### config.mk
export PLATFORM = sky130hd
export DESIGN_NAME = bbd_interp
export DESIGN_NICKNAME = d
export VERILOG_FILES = /design/src/rtl/bbd_pkg.sv /design/src/rtl/bbd_interp.sv
export SDC_FILE = /design/constraint.sdc
export NUM_CORES = 1
export LEC_CHECK = 0
export BUFFER_PORTS_ARGS = -buffer_cell sky130_fd_sc_hd__clkbuf_2
export CAP_MARGIN = 40
export CORE_UTILIZATION = 50
export CTS_CLUSTER_SIZE = 25
export DETAILED_ROUTE_END_ITERATION = 10
export GPL_ROUTABILITY_DRIVEN = 0
export PLACE_DENSITY_LB_ADDON = 0.15
export SYNTH_ARGS = -nofsm -noshare
export SYNTH_HDL_FRONTEND = slang
export SYNTH_SLANG_ARGS = --single-unit
### constraint.sdc
create_clock -name clk -period 7 [get_ports clk]
set_clock_uncertainty 0.05 [all_clocks]
set_input_delay 1.4 -clock clk [delete_from_list [all_inputs] [get_ports clk]]
set_output_delay 1.4 -clock clk [all_outputs]
set_load 0.01 [all_outputs]
### src/rtl/bbd_pkg.sv
`timescale 1ns / 1ps
`default_nettype none

package bbd_pkg;

  localparam int MAX_WIDTH = 2048;
  localparam int COL_W     = $clog2(MAX_WIDTH);
  localparam int WCFG_W    = 12;
  localparam int HCFG_W    = 16;
  localparam int ROW_W     = HCFG_W + 1;
  localparam int CNT_W     = (COL_W + 1 > WCFG_W) ? COL_W + 1 : WCFG_W;
  localparam int DATA_W    = 16;

  typedef enum logic {
    REG_WIDTH  = 1'b0,
    REG_HEIGHT = 1'b1
  } cfg_reg_t;

  // one item on its way from the counter stage to the interpolation stage
  typedef struct packed {
    logic       emit;
    logic       t;
    logic       b;
    logic       l;
    logic       r;
    logic       row_odd;
    logic       col_odd;
    logic       last;
    logic [7:0] pix;
  } s1_t;

endpackage

`default_nettype wire

### src/rtl/bbd_interp.sv
`timescale 1ns / 1ps
`default_nettype none

module bbd_interp
  import bbd_pkg::*;
(
  input  wire logic        clk,
  input  wire logic        rst,
  input  wire logic        s1_valid,
  input  wire s1_t         s1,
  input  wire logic [7:0]  rd_pp,
  input  wire logic [7:0]  rd_p,
  output logic             s1_adv,
  output logic             out_valid,
  input  wire logic        out_ready,
  output logic      [23:0] out_data,
  output logic             out_last
);

  // two older window columns (the newest is rd_pp, rd_p, s1.pix); row 0 is the top row
  logic [7:0] win_a [3];
  logic [7:0] win_b [3];
  logic [7:0] n00, n01, n02, n10, n11, n12, n20, n21, n22;
  logic [7:0] lr, tb, tblr, dg, red, grn, blu;
  logic [9:0] dsum;
  logic [2:0] dcnt;
  logic       tl, tr, bl, br, load;

  function automatic logic [7:0] pair_avg(input logic [7:0] a, input logic ha,
                                          input logic [7:0] b, input logic hb,
                                          input logic [7:0] ctr);
    logic [8:0] s;
    s = {1'b0, a} + {1'b0, b};
    if (ha && hb) begin
      return s[8:1];
    end else if (ha) begin
      return a;
    end else if (hb) begin
      return b;
    end
    return ctr;
  endfunction

  assign n00 = win_a[0];
  assign n01 = win_b[0];
  assign n02 = rd_pp;
  assign n10 = win_a[1];
  assign n11 = win_b[1];
  assign n12 = rd_p;
  assign n20 = win_a[2];
  assign n21 = win_b[2];
  assign n22 = s1.pix;

  assign lr   = pair_avg(n10, s1.l, n12, s1.r, n11);
  assign tb   = pair_avg(n01, s1.t, n21, s1.b, n11);
  assign tblr = 8'((({1'b0, lr} + {1'b0, tb}) >> 1));

  assign tl = s1.t && s1.l;
  assign tr = s1.t && s1.r;
  assign bl = s1.b && s1.l;
  assign br = s1.b && s1.r;

  assign dsum = (tl ? 10'(n00) : 10'd0) + (tr ? 10'(n02) : 10'd0)
              + (bl ? 10'(n20) : 10'd0) + (br ? 10'(n22) : 10'd0);
  assign dcnt = 3'(tl) + 3'(tr) + 3'(bl) + 3'(br);

  always_comb begin
    case (dcnt)
      3'd1:    dg = dsum[7:0];
      3'd2:    dg = dsum[8:1];
      3'd4:    dg = dsum[9:2];
      default: dg = n11;
    endcase
  end

  always_comb begin
    if (!s1.row_odd) begin
      if (!s1.col_odd) begin
        grn = n11; red = lr; blu = tb;
      end else begin
        red = n11; grn = tblr; blu = dg;
      end
    end else begin
      if (s1.col_odd) begin
        grn = n11; blu = lr; red = tb;
      end else begin
        blu = n11; grn = tblr; red = dg;
      end
    end
  end

  assign s1_adv = !s1.emit || !out_valid || out_ready;
  assign load   = s1_valid && s1_adv && s1.emit;

  always_ff @(posedge clk) begin
    if (rst) begin
      for (int i = 0; i < 3; i++) begin
        win_a[i] <= '0;
        win_b[i] <= '0;
      end
    end else if (s1_valid && s1_adv) begin
      win_a    <= win_b;
      win_b[0] <= rd_pp;
      win_b[1] <= rd_p;
      win_b[2] <= s1.pix;
    end
  end

  always_ff @(posedge clk) begin
    if (rst) begin
      out_valid <= 1'b0;
    end else if (load) begin
      out_valid <= 1'b1;
    end else if (out_ready) begin
      out_valid <= 1'b0;
    end
  end

  always_ff @(posedge clk) begin
    if (load) begin
      out_data <= {blu, grn, red};
      out_last <= s1.last;
    end
  end

endmodule

`default_nettype wire

# --- After elaboration in Yosys (flattened, before gate mapping) ---
# Index checks and enable logic that the tools add are counted.
word_totals:
  regBits: 74
  word_cells: 64
op_classes:
  addsub: 9
  n_eq_ne: 3
  n_mux: 30
  n_reduce_logical: 13
op_table:
  columns: ["op", "n"]
  rows:
  - ["two-way mux 8 bit", 21]
  - ["adder 8 x 8 -> 9 bit", 4]
  - ["one-hot mux 8 bit (3 select lines)", 1]
  - ["adder 10 x 8 -> 10 bit", 1]
  - ["adder 9 x 8 -> 10 bit", 1]
  - ["logical AND 1 bit", 8]
  - ["two-way mux 1 bit", 8]
  - ["adder 2 x 1 -> 3 bit", 1]
  - ["adder 3 x 1 -> 3 bit", 1]
  - ["equality test 3 x 1 -> 1 bit (second input constant)", 1]
  - ["equality test 3 x 2 -> 1 bit (second input constant)", 1]
  - ["equality test 3 bit (second input constant)", 1]
  - ["adder 1 x 1 -> 2 bit", 1]
  - ["logical NOT 1 bit", 2]
  - ["logical OR 1 bit", 2]
  - ["nonzero test 2 bit", 1]

# --- Longest topological paths before layout ---
# Gate-level depths: netlist of run 1.
logic_depth:
  depth_word: 8
  depth_mapped: 16
  depth_no_buf: 13

# --- Worst setup path before layout of run 1 ---
# No wires, ideal clock.
synth_path:
  path_kind: "input to register"
  start: "in s1[11] (netlist name)"
  end: "reg out_data[5] (data pin)"
  setup_time_ns: 0.261
  arrival_time_ns: 5.109
  required_ns: 6.689
  slack_ns: 1.580
  cell_stages: 16
  cell_sequence: "buf_2 clkbuf_1 clkbuf_1 and3_1 fa_1 inv_1 fa_1 inv_1 ha_1 fa_1 a211oi_1 o21ai_0 xnor2_1 o221ai_1 a21o_1 a221o_1"
synth_via:
  elab_chain_len: 8
  word_cells_on_any_way: 23
  classes_between: "6 x add/sub; 3 x eq/ne; 11 x mux; 3 x reduce/logical"
synth_lines:
  columns: ["item", "line", "source"]
  rows:
  - ["start, declared", "bbd_interp.sv:10", "input wire s1_t s1,"]
  - ["logical AND 1 bit", "bbd_interp.sv:59", "assign tr = s1.t && s1.r;"]
  - ["two-way mux 8 bit or adder 1 x 1 -> 2 bit (tied branches)", "bbd_interp.sv:63, bbd_interp.sv:65", null]
  - ["adder 8 x 8 -> 9 bit or adder 2 x 1 -> 3 bit (tied branches)", "bbd_interp.sv:63, bbd_interp.sv:65", null]
  - ["adder 9 x 8 -> 10 bit or adder 3 x 1 -> 3 bit (tied branches)", "bbd_interp.sv:64, bbd_interp.sv:65", null]
  - ["adder 10 x 8 -> 10 bit (tied with other cells)", "bbd_interp.sv:64", "+ (bl ? 10'(n20) : 10'd0) + (br ? 10'(n22) : 10'd0);"]
  - ["one-hot mux 8 bit (3 select lines)", "bbd_interp.sv:68", "case (dcnt)"]
  - ["two-way mux 8 bit", "bbd_interp.sv:84", "if (s1.col_odd) begin"]
  - ["two-way mux 8 bit (*)", "bbd_interp.sv:77", "if (!s1.row_odd) begin"]
  - ["net red[5]", "bbd_interp.sv:24", "logic [7:0] lr, tb, tblr, dg, red, grn, blu;"]
  - ["end signal, assigned", "bbd_interp.sv:121", "out_data <= {blu, grn, red};"]
  - ["end, declared", "bbd_interp.sv:16", "output logic [23:0] out_data,"]
# The timed path passes the listed nets; every way through them passes the cells marked *.
# A chain may end at the register's enable or synchronous reset.

# --- Final worst setup path of run 1 ---
layout_path:
  start: "in s1[14] (netlist name)"
  end: "reg out_data[5] (data pin)"
layout_via:
  elab_chain_len: 8
  word_cells_on_any_way: 22
  classes_between: "6 x add/sub; 3 x eq/ne; 10 x mux; 3 x reduce/logical"
layout_lines:
  columns: ["item", "line"]
  rows:
  - ["logical AND 1 bit, on equally long branches", "bbd_interp.sv:58, bbd_interp.sv:59"]
  - ["two-way mux 8 bit or adder 1 x 1 -> 2 bit (tied branches)", "bbd_interp.sv:63, bbd_interp.sv:65"]
  - ["adder 8 x 8 -> 9 bit or adder 2 x 1 -> 3 bit (tied branches)", "bbd_interp.sv:63, bbd_interp.sv:65"]
  - ["adder 9 x 8 -> 10 bit or adder 3 x 1 -> 3 bit (tied branches)", "bbd_interp.sv:64, bbd_interp.sv:65"]
  - ["adder 10 x 8 -> 10 bit (tied with other cells)", "bbd_interp.sv:64"]
  - ["one-hot mux 8 bit (3 select lines)", "bbd_interp.sv:68"]
  - ["two-way mux 8 bit (*)", "bbd_interp.sv:84"]
  - ["two-way mux 8 bit (*)", "bbd_interp.sv:77"]
  - ["net red[5]", "bbd_interp.sv:24"]
# Marks and branches as above.

==> out/metrics.csv, run 1 <==
stage,metric,value,unit
clock_tree,hold_buffers,0,
hold_path,min_to,n00[5]$_SDFFE_PP0P_,
sta,fmax,183,MHz
sta,worst_pin_slew,0.726,ns
cells_and_area,drive_gt1_frac,0.152,
power,irDropWorstVdd,0.000206,V
detailed_routing,drt_first_pass_iters,7,
setup_path,crit_path_end_kind,flop,
setup_path,crit_required,7.05,ns
synthesis,yosysWarningCount,0,
detailed_routing,top_layer_used,met4,
floorplan,num_rows,39,
detailed_routing,vias,5372,
clock_tree,htreeDepth,3,
setup_path,worstPathMaxFanout,36,
synthesis,synth_area,5860,µm²
sta,period_needed,5.47,ns
setup_path,rr_worst_depth,13,
setup_path,path_class,in -> reg,
synthesis,ys_ff_latch,74,
synthesis,synthCells,695,
global_route,grt_pass1_wl,25100,µm
placed_design,dp_hpwl,11900,µm
clock_tree,cts_buffers,9,
hold_path,hp-class,reg -> reg,
job,drv_cap,0,
setup_path,worstReg2RegEnd,out_data[5]$_DFFE_PP_,
setup_path,arrival,5.52,ns
detailed_routing,drcViolationCount,0,
clock_tree,cts_resized,0,
setup_path,cpMostUsedCell,fa_1,
clock_tree,cts.clk_slew.worst_paths,0.06,ns
power,power.switching,0.000404,W
global_route,grt_pass1_vias,4860,
clock_tree,cts.sinks,74,
clock_tree,worstSkewPairLatency,0.35,ns
hold_path,worstHoldStart,n00[5]$_SDFFE_PP0P_,
floorplan,start_util,0.513,
detailed_routing,met2_length,7090,µm
clock_tree,clk_path_buf_depth,2,
power,p_sw_frac,0.307,
sta,slew_viol_final,0,
setup_path,max_stage_delay,0.53,ns
synthesis,synth_edf_count,25,
detailed_routing,postRouteAntennaNets,0,
power,share_comb_of_total_power,0.238,
setup_path,reg2reg_from,n00[1]$_SDFFE_PP0P_,
placed_design,preCtsSetupSlack,1.23,ns
sta,setup-tns-final,0,ns
hold_path,whs_path_depth,2,
sta,rsz0062_at_grt,false,
power,p_int,0.000911,W
synthesis,synth_fp_nets,783,
synthesis,async_flop_share,0,
global_route,grt-ovfl-total,0,
floorplan,fp.dieH,110,µm
clock_tree,post_cts_buffers,0,
cells_and_area,fillers,1086,
global_route,grt_antenna_before_repair,0,
clock_tree,root_buffer,clkbuf_16,
synthesis,avgSynthCellArea,8.43,µm²
power,pwr_density_cell,201,nW/µm²
setup_path,r2r_slack,2.93,ns
sta,setup_ws,1.53,ns
detailed_routing,dr_wl_met3,1290,µm
power,seqPwrFrac,0.376,
cells_and_area,nets,821,
floorplan,die_x,110,µm
detailed_routing,finalWirelength,16000,µm
cells_and_area,insertedDiodeCount,0,
floorplan,dieArea,12200,µm²
cells_and_area,syn2layout_area_growth,12.0,%
sta,finalHoldViolations,0,
setup_path,startpoint_type,input port,
sta,post-route-period-util,0.781,
floorplan,coreArea,11400,µm²
placed_design,port_buffers,62,
sta,relSlewSlack,0.516,
sta,setup_viol,0,
detailed_routing,wl_per_cell,18.1,µm
detailed_routing,vias_per_cell,6.10,
setup_path,cp_cell_sequence,"clkbuf_2, and3_1, fa_1, inv_1, fa_1, inv_1, ha_1, fa_1, a211oi_1, o21ai_0, xnor2_1, o221ai_1, a21o_1, a221o_1",
clock_tree,cts_tree,built,
synthesis,ys_seq_area_frac,0.296,
status,status,"finished, final reports clean",
setup_path,crit_slowest_cell,fa_1,
synthesis,synthFlopType,dfxtp_1,
detailed_routing,first_iter_violations,406,
floorplan,design.portCount,63,
synthesis,synth.lib_cells_used.distinct,77,
global_route,track_usage,0.277,
global_route,grt_start_max_net_pins,49,
power,pwr-share-clk,0.386,
detailed_routing,wl_met1,7140,µm
power,p_leak,2.83,nW
## flip-flops by register name, indices dropped and copies added, names as in the netlist
name / cells
n21: 8
out_last: 1
out_valid: 1
n00: 8
n11: 8
n01: 8
n20: 8
n10: 8
out_data: 24
## cells in the final DEF (no fill, tap or decap), types with 3 or more instances in the layout
cell	synthesis	layout
nand2_1	141	141
a21oi_1	80	80
clkbuf_2	0	62
inv_1	52	52
dfxtp_1	49	49
ha_1	32	32
nor2_1	31	31
edfxtp_1	25	25
o21ai_0	24	24
and3_1	22	22
fa_1	20	20
mux4_2	18	18
nor2b_1	11	11
xnor2_1	10	10
a21o_1	9	9
clkbuf_16	0	9
nor3_1	8	8
o21a_1	7	7
o211ai_1	7	7
xor2_1	6	6
a211oi_1	6	6
and2_1	5	5
a221o_1	5	5
nand3_1	4	4
mux2i_1	4	4
nand2b_1	4	4
o31ai_1	4	4
o22ai_1	4	4
a31oi_1	4	4
o311ai_0	4	4
or2_2	3	3
nor3b_1	3	3
o221ai_1	3	3
a32oi_1	3	3
## critical path: cells and delay by family
family	cells	cell delay (ns)
simple gates	1	0.39
compound gates	5	1.31
buf+inv	3	0.50
xor+xnor	1	0.21
fa+ha+maj	4	1.68
## Yosys cell counts (5+ instances only)
cell	instances	area (µm²)
and3_1	22	138
a21oi_1	80	400
a21o_1	9	67.6
xor2_1	6	52.6
nand2_1	141	529
dfxtp_1	49	981
nor3_1	8	40.0
ha_1	32	400
a211oi_1	6	45.0
o21a_1	7	52.6
fa_1	20	400
nor2_1	31	116
nor2b_1	11	68.8
edfxtp_1	25	751
xnor2_1	10	87.6
o211ai_1	7	52.6
clkbuf_1	34	128
o21ai_0	24	120
and2_1	5	31.3
a221o_1	5	50.1
inv_1	52	195
mux4_2	18	405
## stage by stage
stage / utilization / hold WS [ns] / total power, W / cell area [µm²] / std cells
final: 0.575 / 0.402 / 0.00132 / 6560 / 881
after detailed placement: 0.547 / 0.392 / 0.000812 / 6240 / 865
after CTS: 0.575 / 0.400 / 0.00131 / 6560 / 881
after floorplan: - / 0.382 / 0.000721 / 5860 / 695
after global routing: 0.575 / 0.425 / 0.00137 / 6560 / 881
after global placement: 0.543 / 0.392 / 0.000799 / 6200 / 863
## metal layers
metal  track usage  vias up
met5             0        -
met4         0.117        0
met3        0.0459       34
met2         0.415      230
met1         0.395     2547
li1              -     2561
## power by group through the flow
stage	registers, W	clock network [W]	logic [W]
finish	0.000495	0.000508	0.000313
global route	0.000498	0.000529	0.000346
floorplan	0.000499	0	0.000222
detailed placement	0.000504	0	0.000308
CTS	0.000495	0.000511	0.000309
global placement	0.000503	0	0.000295
## layout make-up
class,instances,area [µm²],share of cell area
flip-flops and latches,74,1730,0.264
clock buffers,9,225,0.0343
repair buffers,66,368,0.0561
multi-input cells,528,3760,0.574
well taps,143,179,0.0273
clock inverters,7,91.3,0.0139
inverters,54,203,0.0309
## cell families (layout without fill, tap and decap cells)
family	Yosys count	count (layout)	share of synthesized area
buf+inv	93	136	0.0620
fa+ha+maj	52	52	0.137
simple gates	249	249	0.198
compound gates	189	189	0.208
mux	22	22	0.0761
flops	74	74	0.296
xor+xnor	16	16	0.0239
## how the worst max path moves through the flow
stage / cells after the start / from / endpoint / slack, ns
after CTS: 14 / s1[14] / out_data[5]$_DFFE_PP_ / 1.59
after global routing: 14 / s1[14] / out_data[5]$_DFFE_PP_ / 1.19
after floorplan: 16 / s1[11] / out_data[5]$_DFFE_PP_ / 1.58
final: 14 / s1[14] / out_data[5]$_DFFE_PP_ / 1.53
after detailed placement: 14 / s1[14] / out_data[5]$_DFFE_PP_ / 1.23
after global placement: 14 / s1[14] / out_data[5]$_DFFE_PP_ / 1.33
No activity file was read; power rests on OpenSTA's default activity.
==> run 2: changes to the inputs <==
Clock period 7 ns to 5.5 ns, I/O delays scaled along.
==> run 2 against run 1 <==
  * Wire length shrank 3.2%
  * Flip-flop and latch count unchanged
  * Sequential share of layout area increased by 0.066 points
==> out/metrics.csv, run 2 (synthesized netlist as in run 1, its figures left out) <==
stage,metric,value,unit,change
status,status,"finished, final reports clean",,
sta,relSlewSlack,0.502,,-0.0137
cells_and_area,largest_register,out_data,,
detailed_routing,dr_wl_met3,969,µm,-25%
floorplan,start_util,0.513,,unchanged
sta,slew_viol_final,0,,unchanged
power,p_sw_frac,0.309,,+0.00153
sta,period_needed,4.86,ns,
cells_and_area,syn2layout_area_growth,11.7,%,
global_route,grt_pass1_vias,4646,,-4.4%
global_route,grt_start_max_net_pins,49,,unchanged
job,drv_cap,0,,unchanged
clock_tree,post_cts_buffers,0,,unchanged
power,pwr-share-clk,0.346,,-0.040
floorplan,coreArea,11400,µm²,unchanged
power,p_int,0.00108,W,+19%
detailed_routing,drt_first_pass_iters,6,,-1
floorplan,design.portCount,63,,unchanged
sta,setup_viol,0,,unchanged
floorplan,fp.dieH,110,µm,unchanged
cells_and_area,layout_commonest_cell,nand2_1,,
global_route,grt_pass1_wl,24200,µm,-3.8%
placed_design,dp_hpwl,12000,µm,+0.31%
sta,rsz0062_at_grt,false,,
clock_tree,root_buffer,clkbuf_16,,
power,seqPwrFrac,0.402,,+0.026
detailed_routing,postRouteAntennaNets,0,,unchanged
clock_tree,hold_buffers,0,,unchanged
global_route,track_usage,0.269,,-0.00783
setup_path,startpoint_type,input port,,
global_route,grt_antenna_before_repair,0,,unchanged
detailed_routing,top_layer_used,met4,,
detailed_routing,wl_met1,7200,µm,+0.83%
clock_tree,cts_buffers,9,,unchanged
sta,worst_pin_slew,0.747,ns,+0.0205 ns
cells_and_area,design_area,6540,µm²,-0.25%
sta,post-route-period-util,0.884,,
power,total_power,0.00157,W,+19%
clock_tree,clk_path_buf_depth,2,,unchanged
floorplan,num_rows,39,,unchanged
power,irDropWorstVdd,0.000168,V,-18%
setup_path,arrival,4.90,ns,-0.62 ns
clock_tree,cts.sinks,74,,unchanged
detailed_routing,wl_per_cell,17.5,µm,-3.7%
clock_tree,cts.clk_slew.worst_paths,0.06,ns,about the same
power,p_leak,2.83,nW,about the same
sta,fmax,206,MHz,
setup_path,crit_required,5.54,ns,-1.51 ns
clock_tree,htreeDepth,3,,unchanged
cells_and_area,most-common-layout-cells,"141 x nand2_1, 80 x a21oi_1, 62 x clkbuf_2",,
floorplan,die_x,110,µm,unchanged
cells_and_area,largest_reg_flops,24,,unchanged
clock_tree,cts_resized,0,,unchanged
hold_path,hp-class,reg -> reg,,
setup_path,worstPathMaxFanout,19,,-47%
setup_path,path_class,in -> reg,,
cells_and_area,nets,825,,+0.49%
cells_and_area,drive_gt1_frac,0.152,,+0.000530
clock_tree,worstSkewPairLatency,0.35,ns,about the same
detailed_routing,first_iter_violations,392,,-3.4%
detailed_routing,vias_per_cell,5.96,,-2.3%
placed_design,placed_cell_area,6270,µm²,+0.48%
sta,setup-tns-final,0,ns,unchanged
sta,finalHoldViolations,0,,unchanged
detailed_routing,met2_length,6860,µm,-3.3%
global_route,grt-ovfl-total,0,,unchanged
placed_design,port_buffers,62,,unchanged
setup_path,crit_path_end_kind,flop,,
detailed_routing,vias,5280,,-1.7%
power,power.switching,0.000484,W,+20%
floorplan,dieArea,12200,µm²,unchanged
power,pwr_density_cell,240,nW/µm²,+20%
cells_and_area,fillers,1060,,-2.4%
detailed_routing,finalWirelength,15500,µm,-3.2%
power,share_comb_of_total_power,0.252,,+0.014
detailed_routing,drcViolationCount,0,,unchanged
clock_tree,cts_tree,built,,
## run 2: changes by cell type in the layout (fill, tap and decap cells not counted), sizes merged
cell,previous run,this run
clkbuf,71,76
inv,54,53
diode,0,1
buf,4,8
clkinvlp,2,0
bufinv,2,0
## run 2: through the flow
step | util | hold slack, ns | setup WS, ns | cells
floorplan | - | 0.382 | 0.380 | 695
global placement | 0.546 | 0.392 | 0.427 | 867
detailed placement | 0.549 | 0.396 | 0.332 | 869
CTS | 0.573 | 0.404 | 0.687 | 885
global route | 0.573 | 0.422 | 0.430 | 885
finish | 0.573 | 0.404 | 0.639 | 886
## run 2: path summary, 6_finish.rpt
path / start / to / slack (ns) / cells after the start
max: s1[14] / out_data[4]$_DFFE_PP_ / 0.64 / 14
min: n00[1]$_SDFFE_PP0P_ / n00[1]$_SDFFE_PP0P_ / 0.40 / 2
max reg2reg: n00[1]$_SDFFE_PP0P_ / out_data[4]$_DFFE_PP_ / 1.45 / 13
min reg2reg: n00[1]$_SDFFE_PP0P_ / n00[1]$_SDFFE_PP0P_ / 0.40 / 2
## run 2: final cells by class
| class | instances | area, µm² | share of cell area |
|---|---|---|---|
| diodes | 1 | 2.50 | 0.000382 |
| clock buffers | 14 | 254 | 0.0388 |
| clock inverters | 2 | 13.8 | 0.00210 |
| inverters | 54 | 203 | 0.0310 |
| multi-input cells | 528 | 3760 | 0.575 |
| flip-flops and latches | 74 | 1730 | 0.265 |
| well taps | 143 | 179 | 0.0273 |
| repair buffers | 70 | 398 | 0.0608 |
## run 2: critical path: stages
cell and delay [ns]:
clkbuf_2 0.23, and3_1 0.27, fa_1 0.53, inv_1 0.05, fa_1 0.53, inv_1 0.04, ha_1 0.21, fa_1 0.41
a211oi_1 0.39, nor2_1 0.11, xnor2_1 0.28, o311ai_0 0.21, a221o_1 0.38, o311a_1 0.14
## run 2: routing by layer
metal | global-route usage | vias up
met5 | 0 | -
met4 | 0.129 | 0
met3 | 0.0406 | 30
met2 | 0.404 | 187
met1 | 0.379 | 2497
li1 | - | 2566
## run 2: power groups by stage
stage	clock network, W	registers, W	logic (W)
global route	0.000571	0.000634	0.000439
CTS	0.000552	0.000630	0.000392
floorplan	0	0.000635	0.000282
detailed placement	0	0.000642	0.000390
global placement	0	0.000641	0.000376
finish	0.000543	0.000630	0.000395
