--- config.mk ---
export PLATFORM = sky130hd
export DESIGN_NAME = bbd_ctrl
export DESIGN_NICKNAME = d
export VERILOG_FILES = /design/src/rtl/bbd_pkg.sv /design/src/rtl/bbd_ctrl.sv
export SDC_FILE = /design/constraint.sdc
export NUM_CORES = 1
export LEC_CHECK = 0
export BUFFER_PORTS_ARGS = -buffer_cell sky130_fd_sc_hd__buf_2
export CORE_UTILIZATION = 58
export DETAILED_ROUTE_END_ITERATION = 10
export PLACE_DENSITY = 0.78
export RECOVER_POWER = 100
export REMOVE_ABC_BUFFERS = 1
export SETUP_SLACK_MARGIN = 0.02
export SYNTH_ARGS = -nofsm -noshare
export SYNTH_HDL_FRONTEND = slang
export SYNTH_SLANG_ARGS = --single-unit
--- constraint.sdc ---
create_clock -name clk -period 4.5 [get_ports clk]
set_input_delay 0.9 -clock clk [delete_from_list [all_inputs] [get_ports clk]]
set_output_delay 0.9 -clock clk [all_outputs]
set_load 0.05 [all_outputs]
--- src/rtl/bbd_pkg.sv ---
`timescale 1ns / 1ps
`default_nettype none

package bbd_pkg;

  localparam int MAX_WIDTH = 2048;
  localparam int COL_W     = $clog2(MAX_WIDTH);
  localparam int WCFG_W    = 12;
  localparam int HCFG_W    = 16;
  localparam int ROW_W     = HCFG_W + 1;
  localparam int CNT_W     = (COL_W + 1 > WCFG_W) ? COL_W + 1 : WCFG_W;
  localparam int DATA_W    = 16;

  typedef enum logic {
    REG_WIDTH  = 1'b0,
    REG_HEIGHT = 1'b1
  } cfg_reg_t;

  // one item on its way from the counter stage to the interpolation stage
  typedef struct packed {
    logic       emit;
    logic       t;
    logic       b;
    logic       l;
    logic       r;
    logic       row_odd;
    logic       col_odd;
    logic       last;
    logic [7:0] pix;
  } s1_t;

endpackage

`default_nettype wire

--- src/rtl/bbd_ctrl.sv ---
`timescale 1ns / 1ps
`default_nettype none

module bbd_ctrl
  import bbd_pkg::*;
(
  input  wire logic              clk,
  input  wire logic              rst,
  input  wire logic              cfg_valid,
  output logic                   cfg_ready,
  input  wire logic              cfg_index,
  input  wire logic [DATA_W-1:0] cfg_data,
  input  wire logic              in_valid,
  input  wire logic              in_filler,
  input  wire logic [7:0]        in_pix,
  output logic                   in_ready,
  input  wire logic              s1_adv,
  output logic                   proceed,
  output logic      [COL_W-1:0]  col,
  output logic                   s1_valid,
  output s1_t                    s1
);

  logic [WCFG_W-1:0] eff_w;
  logic [HCFG_W-1:0] eff_h;
  logic [COL_W-1:0]  in_col, in_col_next, out_col, out_col_next;
  logic [ROW_W-1:0]  in_row, in_row_next;
  logic [HCFG_W-1:0] out_row, out_row_next;
  logic [CNT_W-1:0]  in_col_p1, out_col_p1, w_ext;
  logic [ROW_W-1:0]  out_row_p1, h_ext;
  logic [WCFG_W-1:0] w_raw;
  logic [HCFG_W-1:0] h_raw;
  logic              accept, emit, wrap, col_end, row_end, last, r_ok;
  s1_t               s1_next;

  assign cfg_ready = 1'b1;
  assign w_raw     = cfg_data[WCFG_W-1:0];
  assign h_raw     = cfg_data[HCFG_W-1:0];

  always_ff @(posedge clk) begin
    if (rst) begin
      eff_w <= WCFG_W'(256);
      eff_h <= HCFG_W'(256);
    end else if (cfg_valid) begin
      case (cfg_reg_t'(cfg_index))
        REG_WIDTH: begin
          if (w_raw < WCFG_W'(2)) begin
            eff_w <= WCFG_W'(2);
          end else if (CNT_W'(w_raw) > CNT_W'(MAX_WIDTH)) begin
            eff_w <= WCFG_W'(MAX_WIDTH);
          end else begin
            eff_w <= w_raw;
          end
        end
        REG_HEIGHT: begin
          eff_h <= (h_raw < HCFG_W'(2)) ? HCFG_W'(2) : h_raw;
        end
        default: begin
        end
      endcase
    end
  end

  assign in_ready = !s1_valid || s1_adv;
  assign accept   = in_valid && in_ready;
  assign w_ext    = CNT_W'(eff_w);
  assign h_ext    = ROW_W'(eff_h);
  assign proceed  = accept && !(in_filler && (in_row < h_ext));
  assign col      = in_col;

  assign emit       = (in_row >= ROW_W'(2)) || ((in_row == ROW_W'(1)) && (in_col != '0));
  assign wrap       = (in_col == '0);
  assign in_col_p1  = CNT_W'(in_col) + CNT_W'(1);
  assign out_col_p1 = CNT_W'(out_col) + CNT_W'(1);
  assign out_row_p1 = ROW_W'(out_row) + ROW_W'(1);
  assign col_end    = out_col_p1 >= w_ext;
  assign row_end    = out_row_p1 >= h_ext;
  assign last       = col_end && row_end;
  assign r_ok       = !col_end && !wrap;

  always_comb begin
    if (in_col_p1 >= w_ext) begin
      in_col_next = '0;
      in_row_next = (in_row == '1) ? in_row : in_row + ROW_W'(1);
    end else begin
      in_col_next = in_col_p1[COL_W-1:0];
      in_row_next = in_row;
    end
    out_col_next = out_col;
    out_row_next = out_row;
    if (emit) begin
      if (last) begin
        in_col_next  = '0;
        in_row_next  = '0;
        out_col_next = '0;
        out_row_next = '0;
      end else if (col_end) begin
        out_col_next = '0;
        out_row_next = (out_row == '1) ? out_row : out_row + HCFG_W'(1);
      end else begin
        out_col_next = out_col_p1[COL_W-1:0];
      end
    end
  end

  always_comb begin
    s1_next.emit    = emit;
    s1_next.t       = (out_row != '0);
    s1_next.b       = !row_end;
    s1_next.l       = (out_col != '0);
    s1_next.r       = r_ok;
    s1_next.row_odd = out_row[0];
    s1_next.col_odd = out_col[0];
    s1_next.last    = last;
    s1_next.pix     = in_pix;
  end

  always_ff @(posedge clk) begin
    if (rst) begin
      in_col   <= '0;
      in_row   <= '0;
      out_col  <= '0;
      out_row  <= '0;
      s1_valid <= 1'b0;
    end else begin
      if (proceed) begin
        in_col   <= in_col_next;
        in_row   <= in_row_next;
        out_col  <= out_col_next;
        out_row  <= out_row_next;
        s1_valid <= 1'b1;
      end else if (s1_adv) begin
        s1_valid <= 1'b0;
      end
    end
  end

  always_ff @(posedge clk) begin
    if (proceed) begin
      s1 <= s1_next;
    end
  end

endmodule

`default_nettype wire

Yosys cells after proc, flatten, opt, wreduce, memory -nomap -nowiden
Index checks and enable logic that the tools add are counted.
- output and inout bits: 31
- latch bits: 0
- bits in writable memories: 0
- register bits: 100
- input port bits: 31
- memories kept: 0
- bits in read-only memories: 0
- logic and storage cells: 74
- div/mod/pow operators: 0
- order comparisons: 8
- multiply operators: 0
- shift operators: 0
- add/sub/neg operators: 5
- muxes and demuxes: 17
- eq/ne operators: 4
- bitwise operators: 1
- reduce and logical (&&, ||, !) cells: 23
- operators by type and width (kind ; count):
    $mux W17 ; 4
    $mux W16 ; 4
    $mux W11 ; 5
    $add A11 B1 Y12 const B ; 2
    $ge A12 B12 Y1 ; 2
    $mux W12 ; 2
    $reduce_bool A11 Y1 ; 2
    $add A16 B1 Y17 const B ; 1
    $add A17 B1 Y17 const B ; 1
    $eq A17 B1 Y1 const B ; 1
    $eq A17 B17 Y1 const B ; 1
    $ge A17 B16 Y1 ; 1
    $ge A17 B2 Y1 const B ; 1
    $lt A17 B16 Y1 ; 1
    $add A16 B1 Y16 const B ; 1
    $eq A16 B16 Y1 const B ; 1
    $lt A16 B2 Y1 const B ; 1
    $reduce_bool A16 Y1 ; 1
    $gt A12 B12 Y1 const B ; 1
    $lt A12 B2 Y1 const B ; 1
    $logic_not A11 Y1 ; 1
    $logic_and A1 B1 Y1 ; 6
    $reduce_and A2 Y1 ; 3
    $logic_not A1 Y1 ; 5
    other kinds (6) ; 9

Logic depth before layout (Yosys ltp)
Gate-level depths: netlist of the first run.
- depth in word-level cells: 5
- mapped depth: 16

Worst setup path after synthesis of the first run
No wires, ideal clock.
- path type: input to output
- start point: input s1_adv
- end point: output proceed
- cell stages on the path: 8
- slack: 539 ps
- data required time: 3600 ps
- arrival: 3061 ps
- cells stage by stage: nand2b_1 -> nand2_1 -> a211oi_1 -> o21ai_1 -> and2_1 -> clkbuf_1 -> clkbuf_1 -> clkinv_1
- cells in the longest elaborated chain, start to end: 3
- ends and longest elaborated chain (item ; line ; text):
    start: declaration ; bbd_ctrl.sv:17 ; input wire logic s1_adv,
    $logic_or A1 B1 Y1 ; bbd_ctrl.sv:64 ; assign in_ready = !s1_valid || s1_adv;
    $logic_and A1 B1 Y1 ; bbd_ctrl.sv:65 ; assign accept = in_valid && in_ready;
    $logic_and A1 B1 Y1 ; bbd_ctrl.sv:68 ; assign proceed = accept && !(in_filler && (in_row < h_ext));
    end: declaration ; bbd_ctrl.sv:18 ; output logic proceed,
Every way passes these cells.

Worst setup path in the final report of the first run
- start point: register out_row[0]
- end point: register in_row[6]
- cells in the longest elaborated chain, start to end: 5
- ends and longest elaborated chain (item ; line ; text):
    start: declaration ; bbd_ctrl.sv:28 ; logic [HCFG_W-1:0] out_row, out_row_next;
    start signal: assignment ; bbd_ctrl.sv:130 ; out_row <= out_row_next;
    $add A16 B1 Y17 ; bbd_ctrl.sv:75 ; assign out_row_p1 = ROW_W'(out_row) + ROW_W'(1);
    $ge A17 B16 Y1 ; bbd_ctrl.sv:77 ; assign row_end = out_row_p1 >= h_ext;
    $logic_and A1 B1 Y1 ; bbd_ctrl.sv:78 ; assign last = col_end && row_end;
    $mux W17 ; bbd_ctrl.sv:92 ; if (last) begin
    $mux W17 ; bbd_ctrl.sv:91 ; if (emit) begin
    end signal: assignment ; bbd_ctrl.sv:128 ; in_row <= in_row_next;
    end: declaration ; bbd_ctrl.sv:27 ; logic [ROW_W-1:0] in_row, in_row_next;
Every way passes these cells.
A chain may end at the register's enable or synchronous reset.

==> results of run 1 <==
==> placed cells by master, fill, tap and decap left out, types with 19 or more instances in the layout <==
cell       n
a21oi_1   61
buf_2     27
clkbuf_1  35
dfxtp_1   84
ha_1      64
inv_1     48
nand2_1   74
nand3_1   35
nor2_1    43
nor3_1    19
o31ai_1   20
==> registers in the layout, indices dropped and copies added (netlist names) <==
| name | flops |
|---|---|
| col | 11 |
| eff_h | 16 |
| eff_w | 12 |
| in_row | 17 |
| out_col | 11 |
| out_row | 16 |
| s1 | 16 |
| s1_valid | 1 |
==> per-layer routing <==
layer | up-vias | part of all wire [%] | GRT usage (%) | wire, um
met3 | 33 | 6.6 | 6.19 | 1070
met5 | - | 0 | 0 | 0
met1 | 2776 | 42 | 36.9 | 6810
met4 | 0 | 1.8 | 9.23 | 289
met2 | 216 | 49 | 50.9 | 7870
li1 | 2777 | - | - | -
==> worst max path at each step <==
stage	from	end	slack, ns
after floorplan	s1_adv	proceed	-0.28
after global routing	out_row[0]$_SDFFE_PP0P_	in_row[4]$_SDFFE_PP0P_	0.08
after detailed placement	col[0]$_SDFFE_PP0P_	in_row[6]$_SDFFE_PP0P_	0.44
final	out_row[0]$_SDFFE_PP0P_	in_row[6]$_SDFFE_PP0P_	0.36
after CTS	col[0]$_SDFFE_PP0P_	in_row[6]$_SDFFE_PP0P_	0.41
after global placement	out_col[0]$_SDFFE_PP0P_	out_row[11]$_SDFFE_PP0P_	0.57
==> metrics by stage <==
step	setup WS (ns)	area [sq um]	hold WS (ns)	setup TNS, ns
floorplan	-0.278	6090	0.430	-0.278
global placement	0.573	6610	0.441	0
detailed placement	0.437	6610	0.450	0
CTS	0.407	6820	0.464	0
global route	0.0793	6750	0.486	0
finish	0.356	6750	0.464	0
==> power by group through the flow <==
stage	combinational, mW	sequential (mW)	clock [mW]
after CTS	0.224	0.939	0.603
final	0.221	0.939	0.595
after detailed placement	0.223	0.959	0
after global placement	0.216	0.958	0
after floorplan	0.108	0.991	0
after global routing	0.241	0.942	0.641
==> kinds of logic (layout without fill, tap and decap cells) <==
group                      Yosys count  count (layout)  share of synthesized area [%]
AOI/OAI and AO/OA                  173             173                           19.0
xor gates and xnor gates            31              31                           4.33
adders and majority gates           64              64                           12.8
buffers and inverters               89             134                           5.95
DFF                                100             100                           34.5
muxes                                5               5                          0.818
other                                1               1                         0.0598
and+or+nand+nor                    274             274                           22.6
==> area by class of cell <==
type	count	area, sq um	share of cell area [%]
clock inverters	5	60.1	0.890
multi-input cells	548	3720	55.1
repair buffers	67	305	4.52
flip-flops and latches	100	2160	32.0
well taps	136	170	2.52
clock buffers	11	141	2.09
inverters	51	191	2.84
==> worst reg2reg max path, cell delays in order, from the launching register on <==
cell,delay (ns)
dfxtp_1,0.46
ha_1,0.28
and3_1,0.30
nand4_1,0.23
nor3_1,0.30
nand3_1,0.13
xnor2_1,0.21
ha_1,0.29
nand4_1,0.10
nor4_1,0.05
a211o_1,0.27
a211o_1,0.39
nor2_1,0.30
buf_4,0.25
o41ai_2,0.10
buf_4,0.26
a21oi_1,0.14
==> flow_metrics.py, run 1 <==
metrics = {
    "synthesis": {
        "synth_edf_count": 16,
        "ys_seq_elements": 100,
        "ys.warnings.count": 0,
        "syn-cell-area_sq_um": 6270,
        "synth_top_cell_by_area": "dfxtp_1",
        "syn_area_per_cell_sq_um": 8.51,
        "ys_seq_area_share_pct": 34.5,
        "synth_top_area_share_pct": 26.8,
        "synthTopCellsByArea": "dfxtp_1, ha_1, edfxtp_1",
        "synth.distinct_cells": 69,
        "ys_top_cells_by_count": "dfxtp_1, nand2_1, ha_1",
        "synthArstFlopShare_pct": 0,
        "synth-main-ff-cell": "dfxtp_1",
        "yosysMostFrequentCell": "dfxtp_1",
        "syn_inst": 737,
    },
    "finish": {
        "n_antenna_cell": 0,
        "fin_nets": 872,
        "fillers": 904,
        "area_delta_synth_final_pct": 7.64,
        "fin_cells": 918,
        "drive_gt1_share_pct": 7.80,
        "final_core_util_pct": 64.8,
    },
    "global_route": {
        "grt_pass1_wl_um": 26300,
        "grt_overflow": 0,
        "antenna_found_initial": 0,
        "grt_max_degree": 64,
        "grt_pass1_vias": 5503,
        "grtUsageTotal_pct": 29.6,
    },
    "timing": {
        "layout_min_cycle_time_ns": 4.14,
        "finClkSkew_ns": 0.0132,
        "final-setup-viol-count": 0,
        "finalHoldViolCount": 0,
        "rsz0062_at_grt": "false",
        "slew_violations": 0,
        "max_slew_margin_pct": 4.33,
        "finalCritPeriodShare_pct": 92.1,
        "worstMarginPinSlew_ns": 1.44,
        "clock.fmax_mhz": 241,
    },
    "floorplan": {
        "die_width_um": 106,
        "start_util_pct": 60.2,
        "die-area_sq_um": 11200,
        "die_y_um": 106,
        "ios": 62,
        "core_sq_um": 10400,
        "placementRows": 37,
    },
    "worst_setup_path": {
        "required_ns": 4.81,
        "r2r_end": "in_row[6]$_SDFFE_PP0P_",
        "cp.depth": 16,
        "cp-start-kind": "flop",
        "path_cells": "ha_1 > and3_1 > nand4_1 > nor3_1 > nand3_1 > xnor2_1 > ha_1 > nand4_1 > nor4_1 > a211o_1 > a211o_1 > nor2_1 > buf_4 > o41ai_2 > buf_4 > a21oi_1",
        "cp.arrival_ns": 4.45,
        "reg2reg_slack_ns": 0.36,
        "slowest_stage": "dfxtp_1",
        "reg2reg_from": "out_row[0]$_SDFFE_PP0P_",
        "cpLargestDelayFamily": "simple AND/OR/NAND/NOR gates",
        "critical_path_peak_fanout": 17,
        "worst_setup_path_end_kind": "flop",
        "criticalPathCategory": "flop to flop",
        "cp_slowest_stage_delay_ns": 0.46,
        "reg2reg_depth": 16,
        "cp.buffers_inverters": 2,
    },
    "drt": {
        "route.detailed.drc": 0,
        "wire_per_inst_um": 17.5,
        "drt_first_pass_iters": 5,
        "viasPerCell": 6.32,
        "drtIter0Drc": 416,
        "ant_nets": 0,
        "vias": 5802,
        "routed_wl_um": 16000,
    },
    "clock_tree": {
        "ctsHoldBuffers": 0,
        "clock_sinks": 100,
        "numCtsBuffers": 9,
        "post_cts_buffers": 0,
        "htreeDepth": 3,
        "cts_root_buf": "clkbuf_8",
        "tritoncts": "done",
        "postCtsResizedCells": 0,
        "path_clk_slew_ns": 0.10,
        "clk_path_buf_depth": 2,
        "worstSkewPairLatency_ns": 0.38,
    },
    "power_and_ir_drop": {
        "powerDensity_nw_per_um2": 260,
        "p_switching_mw": 0.493,
        "pwr-share-seq_pct": 53.5,
        "clockPowerShare_pct": 33.9,
        "peakVddDrop_mv": 0.158,
        "internal_power_mw": 1.26,
        "total_power_mw": 1.76,
        "p_leak_nw": 2.61,
        "power_frac_comb_pct": 12.6,
        "switching_share_pct": 28.1,
    },
    "job": {
        "maxCapViolCount": 0,
    },
    "min_path": {
        "min_path_type": "flop to flop",
        "hold_end": "eff_h[10]$_SDFFE_PP0P_",
        "holdPathStages": 2,
        "holdCritStartpoint": "eff_h[10]$_SDFFE_PP0P_",
    },
    "place": {
        "port_buffers": 60,
        "placed_cells": 902,
        "hpwl_um": 11700,
        "place_congestion": 0.930,
    },
    "outcome": {
        "status": "finished clean",
    },
}
Power figures use the tool's default switching activity.
==> run 2: changes to the inputs <==
--- a/config.mk
+++ b/config.mk
@@ -6,9 +6,11 @@
 export NUM_CORES = 1
 export LEC_CHECK = 0
 export BUFFER_PORTS_ARGS = -buffer_cell sky130_fd_sc_hd__buf_2
-export CORE_UTILIZATION = 58
+export CELL_PAD_IN_SITES_DETAIL_PLACEMENT = 1
+export CELL_PAD_IN_SITES_GLOBAL_PLACEMENT = 1
+export CORE_UTILIZATION = 45
 export DETAILED_ROUTE_END_ITERATION = 10
-export PLACE_DENSITY = 0.78
+export PLACE_DENSITY_LB_ADDON = 0.1
 export RECOVER_POWER = 100
 export REMOVE_ABC_BUFFERS = 1
 export SETUP_SLACK_MARGIN = 0.02
==> run 2 against run 1 <==
  * The run now ends with capacitance limit, slew limit left
  * Cell count grew 4.8%
  * Clock power grew 23%
  * Cell area grew 2.0%
  * Maximum frequency shrank 0.68%
  * Routed wire length grew 18%
  * Die area grew 28%
  * Sequential share of layout area shrank 0.62 points
  * Critical path type unchanged
  * Largest cell class unchanged
  * Largest power group unchanged
  * Highest routed layer unchanged
==> flow_metrics.py, run 2 (synthesized netlist as in run 1, its figures left out) <==
metrics = {
    "floorplan": {
        "core_sq_um": 13400,
        "start_util_pct": 46.8,
        "die_y_um": 120,
        "die_width_um": 120,
        "ios": 62,
        "die-area_sq_um": 14400,
        "placementRows": 42,
    },
    "clock_tree": {
        "post_cts_buffers": 0,
        "ctsHoldBuffers": 0,
        "tritoncts": "done",
        "clock_sinks": 100,
        "worstSkewPairLatency_ns": 0.36,
        "postCtsResizedCells": 0,
        "htreeDepth": 3,
        "path_clk_slew_ns": 0.07,
        "clk_path_buf_depth": 2,
        "cts_root_buf": "clkbuf_16",
        "numCtsBuffers": 9,
    },
    "timing": {
        "final-setup-viol-count": 0,
        "rsz0062_at_grt": "false",
        "clock.fmax_mhz": 240,
        "layout_min_cycle_time_ns": 4.17,
        "finalHoldViolCount": 0,
        "worstMarginPinSlew_ns": 2.27,
        "slew_violations": 56,
        "finalCritPeriodShare_pct": 92.7,
        "finClkSkew_ns": 0.00745,
        "max_slew_margin_pct": -51.6,
    },
    "drt": {
        "viasPerCell": 6.08,
        "vias": 5851,
        "drt_first_pass_iters": 4,
        "routed_wl_um": 18900,
        "drtIter0Drc": 354,
        "wire_per_inst_um": 19.6,
        "route.detailed.drc": 0,
        "ant_nets": 0,
    },
    "finish": {
        "n_antenna_cell": 0,
        "final_common_cell": "dfxtp_1",
        "largest_reg_flops": 17,
        "stdcell_area_sq_um": 6880,
        "area_delta_synth_final_pct": 9.76,
        "final_core_util_pct": 51.4,
        "drive_gt1_share_pct": 7.51,
        "top_register": "in_row",
        "fillers": 1661,
        "fin_nets": 876,
        "mostFrequentLayoutCells": "dfxtp_1, nand2_1, ha_1",
    },
    "power_and_ir_drop": {
        "p_leak_nw": 2.67,
        "peakVddDrop_mv": 0.259,
        "powerDensity_nw_per_um2": 276,
    },
    "global_route": {
        "grt_pass1_vias": 6112,
        "grt_max_degree": 59,
        "antenna_found_initial": 0,
        "grt_overflow": 0,
        "grtUsageTotal_pct": 27.5,
        "grt_pass1_wl_um": 30800,
    },
    "worst_setup_path": {
        "path_cells": "ha_1 > and3_1 > and3_1 > nand3_1 > xnor2_1 > ha_1 > nand4_1 > or3_1 > o32a_1 > a21o_1 > a21oi_1 > buf_4 > a21boi_0 > o32ai_1",
        "cp-start-kind": "flop",
        "cp_slowest_stage_delay_ns": 0.44,
        "worst_setup_path_end_kind": "flop",
        "cp.buffers_inverters": 1,
        "critical_path_peak_fanout": 14,
        "required_ns": 4.65,
        "criticalPathCategory": "flop to flop",
        "cpLargestDelayFamily": "compound AO/OA/AOI/OAI gates",
        "slowest_stage": "dfxtp_1",
        "cp.arrival_ns": 4.32,
    },
    "place": {
        "port_buffers": 60,
        "place_congestion": 0.889,
        "place_area_sq_um": 6690,
        "hpwl_um": 14000,
    },
    "job": {
        "maxCapViolCount": 2,
    },
    "outcome": {
        "violations": "capacitance limit, slew limit",
        "status": "finished with violations",
    },
    "min_path": {
        "min_path_type": "flop to flop",
    },
}
run 2: cell count changes in the layout (fill, tap and decap cells not counted), sizes merged:
| cell | change |
|---|---|
| buf | +5 |
| clkinv | +2 |
| bufinv | -1 |
| clkinvlp | -1 |
| inv | -1 |
run 2: routing by layer:
layer	part of all wire [%]	vias up	track usage, %
met1	44	2912	33.2
li1	-	2782	-
met5	0	-	0
met4	2.7	0	10.9
met3	4.0	38	5.56
met2	50	119	47.4
run 2: power by group:
| part | internal [mW] | switching (mW) | total, mW | leakage [nW] |
|---|---|---|---|---|
| clock | 0.384 | 0.346 | 0.730 | 0.127 |
| combinational | 0.0618 | 0.169 | 0.231 | 1.71 |
| sequential | 0.929 | 0.0110 | 0.940 | 0.830 |
run 2: final timing paths:
check                     startpoint                      end  slack [ns]  cells past startpoint
max          out_col[0]$_SDFFE_PP0P_  out_row[8]$_SDFFE_PP0P_        0.33                     14
min           eff_h[11]$_SDFFE_PP0P_   eff_h[11]$_SDFFE_PP0P_        0.46                      2
max reg2reg  out_col[0]$_SDFFE_PP0P_  out_row[8]$_SDFFE_PP0P_        0.33                     14
min reg2reg   eff_h[11]$_SDFFE_PP0P_   eff_h[11]$_SDFFE_PP0P_        0.46                      2
run 2: metrics by stage:
| stage | instances | power [mW] | hold WS (ns) | setup WS, ns | setup TNS [ns] |
|---|---|---|---|---|---|
| floorplan | 699 | 1.10 | 0.430 | -0.278 | -0.278 |
| global placement | 946 | 1.18 | 0.442 | 0.681 | 0 |
| detailed placement | 946 | 1.19 | 0.447 | 0.441 | 0 |
| CTS | 962 | 1.93 | 0.456 | 0.383 | 0 |
| global route | 962 | 1.97 | 0.483 | 0.0352 | 0 |
| finish | 962 | 1.90 | 0.462 | 0.328 | 0 |
run 2: worst register-to-register path: stages, from the launching register on:
cell and delay, ns:
dfxtp_1 0.44, ha_1 0.28, and3_1 0.25, and3_1 0.28, nand3_1 0.13, xnor2_1 0.17, ha_1 0.31, nand4_1 0.12
or3_1 0.43, o32a_1 0.40, a21o_1 0.33, a21oi_1 0.18, buf_4 0.23, a21boi_0 0.29, o32ai_1 0.13
run 2: area by class of cell:
cell class	instances	area, sq um	area share (%)
clock buffers	12	246	3.58
flip-flops and latches	100	2160	31.4
well taps	176	220	3.20
multi-input cells	548	3710	53.9
clock inverters	4	15.0	0.218
repair buffers	71	335	4.87
inverters	51	191	2.78
